`config.mk`:
```
export PLATFORM = sky130hd
export DESIGN_NAME = servo_displacement_pressure_detector
export DESIGN_NICKNAME = d
export VERILOG_FILES = /design/src/hw/rtl/sdpd_pkg.sv /design/src/hw/rtl/sdpd_err.sv /design/src/hw/rtl/sdpd_track.sv /design/src/hw/rtl/servo_displacement_pressure_detector.sv
export SDC_FILE = /design/constraint.sdc
export NUM_CORES = 1
export LEC_CHECK = 0
export BUFFER_PORTS_ARGS = -buffer_cell sky130_fd_sc_hd__buf_2
export CAP_MARGIN = 5
export CORE_MARGIN = 2
export CORE_UTILIZATION = 45
export DETAILED_ROUTE_END_ITERATION = 8
export PLACE_DENSITY = 0.7
export SLEW_MARGIN = 20
export SYNTH_ARGS = -nofsm -noshare
export SYNTH_HDL_FRONTEND = slang
export SYNTH_SLANG_ARGS = --single-unit
```
`constraint.sdc`:
```
create_clock -name clock -period 16.8 [get_ports clock]
set_input_delay 5.04 -clock clock [delete_from_list [all_inputs] [get_ports clock]]
set_output_delay 5.04 -clock clock [all_outputs]
set_load 0.1 [all_outputs]
```
`src/hw/rtl/sdpd_pkg.sv`:
```
`timescale 1ns / 1ps

package sdpd_pkg;

   // Angles are unsigned hundredths of a degree
   localparam int ANGLE_W = 16;
   localparam int ERR_W   = 15;
   localparam int LOAD_W  = 11;
   localparam int COUNT_W = 8;
   localparam int SERVOS  = 4;
   localparam int IDX_W   = 2;

   localparam logic [ANGLE_W-1:0] FULL_CIRCLE = 16'd36000;
   localparam logic [ANGLE_W-1:0] HALF_CIRCLE = 16'd18000;

   // x / 10 == (x * 52429) >> 19, exact for x up to well past 18000
   localparam logic [31:0] DIV10_MUL   = 32'd52429;
   localparam int          DIV10_SHIFT = 19;

   // Configuration register indexes
   localparam int CSR_IDX_W = 3;
   localparam logic [CSR_IDX_W-1:0] REG_ERROR_THRESHOLD    = 3'd0;
   localparam logic [CSR_IDX_W-1:0] REG_SAMPLES_NEEDED     = 3'd1;
   localparam logic [CSR_IDX_W-1:0] REG_TARGET_FRONT_RIGHT = 3'd2;
   localparam logic [CSR_IDX_W-1:0] REG_TARGET_FRONT_LEFT  = 3'd3;
   localparam logic [CSR_IDX_W-1:0] REG_TARGET_BACK_RIGHT  = 3'd4;
   localparam logic [CSR_IDX_W-1:0] REG_TARGET_BACK_LEFT   = 3'd5;

   localparam logic [ERR_W-1:0]   RST_ERROR_THRESHOLD = 15'd20;
   localparam logic [COUNT_W-1:0] RST_SAMPLES_NEEDED  = 8'd1;
   localparam logic [ANGLE_W-1:0] RST_TARGET_FRONT    = 16'd9000;
   localparam logic [ANGLE_W-1:0] RST_TARGET_BACK     = 16'd27000;

   // Result fields produced by the tracker for one sample
   typedef struct packed {
      logic [IDX_W-1:0]  servo_out;
      logic              read_failed;
      logic [ERR_W-1:0]  angle_err;
      logic [LOAD_W-1:0] load_tenths;
      logic              pressure;
      logic              changed;
      logic              front_any;
      logic              back_any;
      logic              left_any;
      logic              right_any;
   } rsp_type;

endpackage

```
`src/hw/rtl/sdpd_err.sv`:
```
`timescale 1ns / 1ps

// Circular distance between a (possibly mirrored) servo angle and its target
module sdpd_err import sdpd_pkg::*; (
   input  logic [IDX_W-1:0]   servo_index,
   input  logic [ANGLE_W-1:0] servo_angle,
   input  logic [ANGLE_W-1:0] target,
   output logic [ERR_W-1:0]   angle_err
);

   logic [ANGLE_W-1:0] phys;
   logic [ANGLE_W-1:0] mirrored;
   logic [ANGLE_W-1:0] tgt;
   logic [ANGLE_W-1:0] diff;
   logic [ANGLE_W-1:0] folded;

   always_comb begin
      // A 16-bit value is below twice a full circle: one subtract wraps it
      phys = (servo_angle >= FULL_CIRCLE) ? servo_angle - FULL_CIRCLE : servo_angle;
      tgt  = (target >= FULL_CIRCLE) ? target - FULL_CIRCLE : target;

      // Right-side servos (even index) are mounted mirrored
      if (servo_index[0] == 1'b0) begin
         mirrored = (phys == '0) ? '0 : FULL_CIRCLE - phys;
      end else begin
         mirrored = phys;
      end

      diff   = (mirrored >= tgt) ? mirrored - tgt : tgt - mirrored;
      folded = (diff > HALF_CIRCLE) ? FULL_CIRCLE - diff : diff;
      angle_err = folded[ERR_W-1:0];
   end

endmodule

```
`src/hw/rtl/sdpd_track.sv`:
```
`timescale 1ns / 1ps

// Per-servo over-threshold counters and pressure flags, updated once per sample
module sdpd_track import sdpd_pkg::*; (
   input  logic               clock,
   input  logic               reset,
   input  logic               en,
   input  logic [IDX_W-1:0]   servo_index,
   input  logic               read_ok,
   input  logic [ERR_W-1:0]   angle_err,
   input  logic [ERR_W-1:0]   error_threshold,
   input  logic [COUNT_W-1:0] samples_needed,
   output rsp_type            rsp
);

   logic [COUNT_W-1:0] count_ff [SERVOS];
   logic [COUNT_W-1:0] count_in [SERVOS];
   logic [SERVOS-1:0]  flag_ff;
   logic [SERVOS-1:0]  flag_in;

   logic               over;
   logic [COUNT_W-1:0] cur_count;
   logic [COUNT_W-1:0] new_count;
   logic               new_flag;
   logic [ERR_W-1:0]   err_used;
   logic [31:0]        prod;

   // Next count and flag of the addressed servo
   always_comb begin
      cur_count = count_ff[servo_index];
      over      = angle_err > error_threshold;
      if (over) begin
         new_count = (cur_count == '1) ? cur_count : cur_count + COUNT_W'(1);
         new_flag  = flag_ff[servo_index] | (new_count >= samples_needed);
      end else begin
         new_count = '0;
         new_flag  = 1'b0;
      end

      for (int i = 0; i < SERVOS; i++) begin
         count_in[i] = count_ff[i];
      end
      flag_in = flag_ff;
      if (read_ok) begin
         count_in[servo_index] = new_count;
         flag_in[servo_index]  = new_flag;
      end
   end

   always_ff @(posedge clock) begin
      if (reset) begin
         for (int i = 0; i < SERVOS; i++) begin
            count_ff[i] <= '0;
         end
         flag_ff <= '0;
      end else if (en) begin
         for (int i = 0; i < SERVOS; i++) begin
            count_ff[i] <= count_in[i];
         end
         flag_ff <= flag_in;
      end
   end

   // Result fields; a failed read reports zero error and the kept flags
   always_comb begin
      err_used = read_ok ? angle_err : '0;
      prod     = {{(32-ERR_W){1'b0}}, err_used} * DIV10_MUL;

      rsp.servo_out   = servo_index;
      rsp.read_failed = ~read_ok;
      rsp.angle_err   = err_used;
      rsp.load_tenths = prod[DIV10_SHIFT+LOAD_W-1:DIV10_SHIFT];
      rsp.pressure    = flag_in[servo_index];
      rsp.changed     = flag_in[servo_index] ^ flag_ff[servo_index];
      rsp.front_any   = flag_in[0] | flag_in[1];
      rsp.back_any    = flag_in[2] | flag_in[3];
      rsp.left_any    = flag_in[1] | flag_in[3];
      rsp.right_any   = flag_in[0] | flag_in[2];
   end

`ifndef SYNTH
   // A raised flag of servo 0 always has at least one counted sample behind it
   a_flag_has_count: assert property (@(posedge clock) disable iff (reset)
      flag_ff[0] |-> (count_ff[0] != '0))
      else $error("pressure flag set with zero count");

   // A failed read leaves all tracking state untouched
   a_fail_keeps_state: assert property (@(posedge clock) disable iff (reset)
      (en && !read_ok) |=> ($stable(flag_ff) && $stable(count_ff[0])
                            && $stable(count_ff[1]) && $stable(count_ff[2])
                            && $stable(count_ff[3])))
      else $error("state changed on a failed read");

   // Only a good read can report a flag change
   a_change_needs_ok: assert property (@(posedge clock) disable iff (reset)
      (en && rsp.changed) |-> read_ok)
      else $error("flag change reported on a failed read");
`endif

endmodule

```
`src/hw/rtl/servo_displacement_pressure_detector.sv`:
```
`timescale 1ns / 1ps

// Servo displacement pressure detector. Each sample (servo index, raw angle in
// hundredths of a degree, read-ok) yields exactly one result, in order. The
// block takes one sample per clock while rsp is not stalled: the angle error
// is worked out in front of the input register, the per-servo counter and
// flag update happens between the input register and the result register, so
// a result is valid on rsp once it has passed both registers and transfers
// when the output is not stalled. A result held in the output register does
// not stop the next sample from entering the input register; only when both
// registers are full and rsp is stalled is req_tready low. Write the
// configuration registers only while no sample is in flight.
module servo_displacement_pressure_detector import sdpd_pkg::*; (
   input  logic                 clock,
   input  logic                 reset,
   // Sample channel
   input  logic                 req_tvalid,
   output logic                 req_tready,
   // [1:0] servo_index, [17:2] servo angle, [18] read_ok, [23:19] zero
   input  logic [23:0]          req_tdata,
   // Result channel
   output logic                 rsp_tvalid,
   input  logic                 rsp_tready,
   // [1:0] servo_out, [2] read_failed, [17:3] angle error,
   // [28:18] load_tenths, [29] pressure, [30] changed, [31] front flag OR,
   // [32] back flag OR, [33] left flag OR, [34] right flag OR, [39:35] zero
   output logic [39:0]          rsp_tdata,
   // Configuration writes
   input  logic                 csr_we,
   input  logic [CSR_IDX_W-1:0] csr_index,
   input  logic [ANGLE_W-1:0]   csr_wdata
);

   // Configuration registers
   logic [ERR_W-1:0]   threshold_ff;
   logic [COUNT_W-1:0] needed_ff;
   logic [ANGLE_W-1:0] target_ff [SERVOS];

   always_ff @(posedge clock) begin
      if (reset) begin
         threshold_ff <= RST_ERROR_THRESHOLD;
         needed_ff    <= RST_SAMPLES_NEEDED;
         target_ff[0] <= RST_TARGET_FRONT;
         target_ff[1] <= RST_TARGET_FRONT;
         target_ff[2] <= RST_TARGET_BACK;
         target_ff[3] <= RST_TARGET_BACK;
      end else if (csr_we) begin
         unique case (csr_index)
            REG_ERROR_THRESHOLD:    threshold_ff <= csr_wdata[ERR_W-1:0];
            REG_SAMPLES_NEEDED:     needed_ff    <= csr_wdata[COUNT_W-1:0];
            REG_TARGET_FRONT_RIGHT: target_ff[0] <= csr_wdata;
            REG_TARGET_FRONT_LEFT:  target_ff[1] <= csr_wdata;
            REG_TARGET_BACK_RIGHT:  target_ff[2] <= csr_wdata;
            REG_TARGET_BACK_LEFT:   target_ff[3] <= csr_wdata;
            default: ;
         endcase
      end
   end

   // Input fields and angle error
   logic [IDX_W-1:0]   in_idx;
   logic [ANGLE_W-1:0] in_raw;
   logic               in_ok;
   logic [ERR_W-1:0]   in_err;

   assign in_idx = req_tdata[1:0];
   assign in_raw = req_tdata[17:2];
   assign in_ok  = req_tdata[18];

   sdpd_err u_err (
      .servo_index (in_idx),
      .servo_angle (in_raw),
      .target      (target_ff[in_idx]),
      .angle_err   (in_err)
   );

   // Input register
   logic               s1_vld_ff;
   logic [IDX_W-1:0]   s1_idx_ff;
   logic               s1_ok_ff;
   logic [ERR_W-1:0]   s1_err_ff;
   logic               out_vld_ff;
   rsp_type            out_ff;
   rsp_type            rsp_in;
   logic               s1_go;
   logic               req_xfer;

   assign s1_go      = s1_vld_ff && (!out_vld_ff || rsp_tready);
   assign req_tready = !s1_vld_ff || s1_go;
   assign req_xfer   = req_tvalid && req_tready;

   always_ff @(posedge clock) begin
      if (reset) begin
         s1_vld_ff <= 1'b0;
      end else if (req_tready) begin
         s1_vld_ff <= req_tvalid;
      end
   end

   always_ff @(posedge clock) begin
      if (req_xfer) begin
         s1_idx_ff <= in_idx;
         s1_ok_ff  <= in_ok;
         s1_err_ff <= in_err;
      end
   end

   // State update and result fields
   sdpd_track u_track (
      .clock           (clock),
      .reset           (reset),
      .en              (s1_go),
      .servo_index     (s1_idx_ff),
      .read_ok         (s1_ok_ff),
      .angle_err       (s1_err_ff),
      .error_threshold (threshold_ff),
      .samples_needed  (needed_ff),
      .rsp             (rsp_in)
   );

   // Result register
   always_ff @(posedge clock) begin
      if (reset) begin
         out_vld_ff <= 1'b0;
      end else if (s1_go) begin
         out_vld_ff <= 1'b1;
      end else if (rsp_tready) begin
         out_vld_ff <= 1'b0;
      end
   end

   always_ff @(posedge clock) begin
      if (s1_go) begin
         out_ff <= rsp_in;
      end
   end

   assign rsp_tvalid = out_vld_ff;
   assign rsp_tdata  = {5'd0,
                        out_ff.right_any,
                        out_ff.left_any,
                        out_ff.back_any,
                        out_ff.front_any,
                        out_ff.changed,
                        out_ff.pressure,
                        out_ff.load_tenths,
                        out_ff.angle_err,
                        out_ff.read_failed,
                        out_ff.servo_out};

endmodule
```
==> out/results.txt <==
status: finished clean
final core occ: 50.1%
Yosys cell types: 80
setup slack on the worst flop-to-flop path: 9.73 ns
Seq/Total Area, Yosys: 33.8%
CP Launch Type: primary input
Crit path buffers/inverters: 2
met3 WL: 1.85 mm
Top cell by count, worst path: ha_1
CTS Sinks: 180
fillers: 3,050
Sum Neg Setup Slack: 0 ns
Post-Synth Adder-Cell Area: 22.0%
area grow syn2layout: 8.81%
ys flop type: edfxtp_1
Total GRT Usage: 20.6%
ANT cells: 0
largest net degree at the start of global routing: 40
DP Area: 15,800 um2
wire length per cell after detailed routing: 17.0 um
GR Overflow Total: 0
CTS Buf Count: 17
Worst Skew: 0.0171 ns
worst-margin pin slew: 1.04 ns
Nets: 1,870
Fmax: 82.3 MHz
initial antenna violation count: 0
hold crit path type: flip-flop to flip-flop
multiplexer area fraction after synthesis: 4.64%
FF+latch count, synth: 180
max_cap viols: 0
Via density: 5.53
worst skew pair latency: 0.45 ns
CP max-delay cell: o31ai_1
setup slack at placement: 4.25 ns
Synth Area in Compound Gates: 13.1%
final worst slack: 4.66 ns
number of global-route vias before repair: 11,400
Post-Synth XOR/XNOR Area: 3.72%
CP required: 16.99 ns
ys async rst share: 0%
highest routed layer: met4
post-layout minimum cycle time: 12.14 ns
CTS max path bufs: 2
Die Wd: 187 um
Yosys top cell by area: edfxtp_1
IO Count: 90
worst hold endpoint: needed_ff[4]$_SDFFE_PP0P_
CTS clk-pin slew, worst paths: 0.07 ns
top post-synthesis cells by area: edfxtp_1 (30%), ha_1 (14%), fa_1 (8.1%), inv_1 (4.6%), dfxtp_1 (4.1%)
Pre-Repair DR Iteration Count: 6
# hold bufs at CTS: 0
RSZ-0062 raised after global routing: false
GPL Wtd Cong: 0.877
drt total wl: 34.7 mm
number of synthesized flops with an enable pin: 149
area of the mapped netlist: 15,100 um2
cell family with most CP delay: simple AND/OR/NAND/NOR gates
die area: 34,900 um2
cells after synthesis: 1,549
postcts setup bufs: 0
Worst Setup Path Type: primary input to flip-flop
# resized after CTS: 0
met1 WL: 15.6 mm
Final Setup Violations: 0
Simple-Gate Fraction of Synth Area: 16.2%
RR Endpoint: s1_err_ff[1]$_DFFE_PP_
Synth Area per Inst: 9.72 um2
DP HPWL: 26.4 mm
final count of hold timing violations: 0
Worst R2R Start: target_ff[3][6]$_SDFFCE_PN1P_
CP max FO: 34
H-tree depth: 4
Tcrit/Tclk final: 72.3%
CP peak stage delay: 0.84 ns
vias: 11,300
row count: 66
Max Slew Vio Count: 0
Arr. time, crit path: 12.34 ns
drt initial violations: 831
largest family of logic cells by synthesized area: adder cells
hold depth: 2
DRC: 0
crit-path cells: buf_2, mux4_2, o21ai_0, nand2_1, and3_1, o31ai_1, or2_2, xnor2_1, ha_1, nand4_2, or3_1, a211o_1, nand2_4, o21a_1, ha_1, inv_1, nor3_2, or3b_1, or4b_1, a21oi_1, o21ai_1, mux2i_1
Post-DRT Antenna Nets: 0
Port Buffer Count: 79
first-pass GRT wire length: 58.0 mm
Synth top area share: 29.7%
fin area: 16,400 um2
highest-count cells in the layout ignoring fill and taps: inv_1 (183), ha_1 (167), nand2_1 (161), edfxtp_1 (149), a21oi_1 (113)
Starting Density: 46.0%
Met2 Wirelength: 16.7 mm
Max-slew headroom: 30.3%
Ys Warns: 0
share of layout cells above drive strength 1: 11.3%
core area: 32,700 um2
CTS tree: built
CP Capture Type: flip-flop
commonest non-fill, non-tap cell in the layout: inv_1
HP Start: needed_ff[4]$_SDFFE_PP0P_
Die H: 187 um
clk root buf: clkbuf_16
FF-to-FF path depth: 21
per-stage QoR:
| stage | instances | hold WS (ns) |
|---|---|---|
| detailed placement | 2017 | 0.450 |
| floorplan | 1553 | 0.436 |
| CTS | 2048 | 0.459 |
| finish | 2048 | 0.459 |
| global route | 2048 | 0.484 |
| global placement | 2017 | 0.447 |
cell families (layout without fill, tap and decap cells):
family,Yosys count,after routing
and+or+nand+nor,493,493
muxes,38,38
AOI/OAI and AO/OA,297,297
adders and majority gates,228,228
buffers and inverters,248,301
xor gates and xnor gates,64,64
DFF,180,180
other,1,5
flip-flops by register name, summed over array words and instances, names as in the netlist, named ones only:
register,cells
needed_ff,8
rsp_tdata,35
rsp_tvalid,1
s1_err_ff,15
s1_idx_ff,2
s1_ok_ff,1
s1_vld_ff,1
target_ff,64
threshold_ff,15
u_track.count_ff,32
u_track.flag_ff,4
how the worst max path moves through the flow:
| stage | depth (start not counted) | end | startpoint | slack (ns) |
|---|---|---|---|---|
| 2_1_floorplan | 24 | s1_err_ff[1]$_DFFE_PP_ | req_tdata[0] | 5.53 |
| 3_3_place_gp | 22 | s1_err_ff[1]$_DFFE_PP_ | req_tdata[0] | 4.42 |
| 3_5_place_dp | 22 | s1_err_ff[1]$_DFFE_PP_ | req_tdata[0] | 4.25 |
| 4_1_cts | 22 | s1_err_ff[1]$_DFFE_PP_ | req_tdata[0] | 4.73 |
| 5_1_grt | 22 | s1_err_ff[1]$_DFFE_PP_ | req_tdata[0] | 4.12 |
| 6_report | 22 | s1_err_ff[1]$_DFFE_PP_ | req_tdata[0] | 4.66 |
tightest hold or removal path, cell delays in order, from the launching register on:
cell	delay, ns
dfxtp_1	0.31
nand2_1	0.05
a21oi_1	0.05
routing by layer:
| layer | global-route usage (%) | vias up |
|---|---|---|
| met2 | 34.7 | 309 |
| met1 | 27.5 | 5478 |
| li1 | - | 5489 |
| met4 | 5.62 | 0 |
| met3 | 3.47 | 49 |
| met5 | 0 | - |
cells in the mapped netlist (6+ instances only):
library cell and instances:
nand2_1 161, clkbuf_1 43, buf_4 8, o31ai_1 7
nand3_1 23, ha_1 167, buf_1 7, a21o_1 23
a211o_1 7, o21a_1 15, a31o_2 7, and3_1 11
nand3b_1 6, or3_1 27, inv_1 183, a211oi_1 10
or2_2 16, mux4_2 25, xor2_1 21, edfxtp_1 149
o32a_1 6, nand2b_1 33, nor2b_1 14, fa_1 61
and2_1 57, a31oi_1 9, mux2i_1 9, dfxtp_1 31
o21bai_1 8, a21oi_1 113, nor3_1 29, o21ai_0 35
xnor2_1 43, nand4_1 15, nor2_1 86
layout make-up:
class / count / area, um2 / share of cell area (%)
clock inverters: 13 / 150 / 0.917
well taps: 442 / 553 / 3.38
clock buffers: 18 / 429 / 2.62
repair buffers: 86 / 448 / 2.73
inverters: 184 / 691 / 4.22
multi-input cells: 1125 / 9010 / 55.0
flip-flops and latches: 180 / 5090 / 31.1
Power is not shown: default switching activity piles up to over one toggle a cycle in this logic, so the estimate is an artifact.
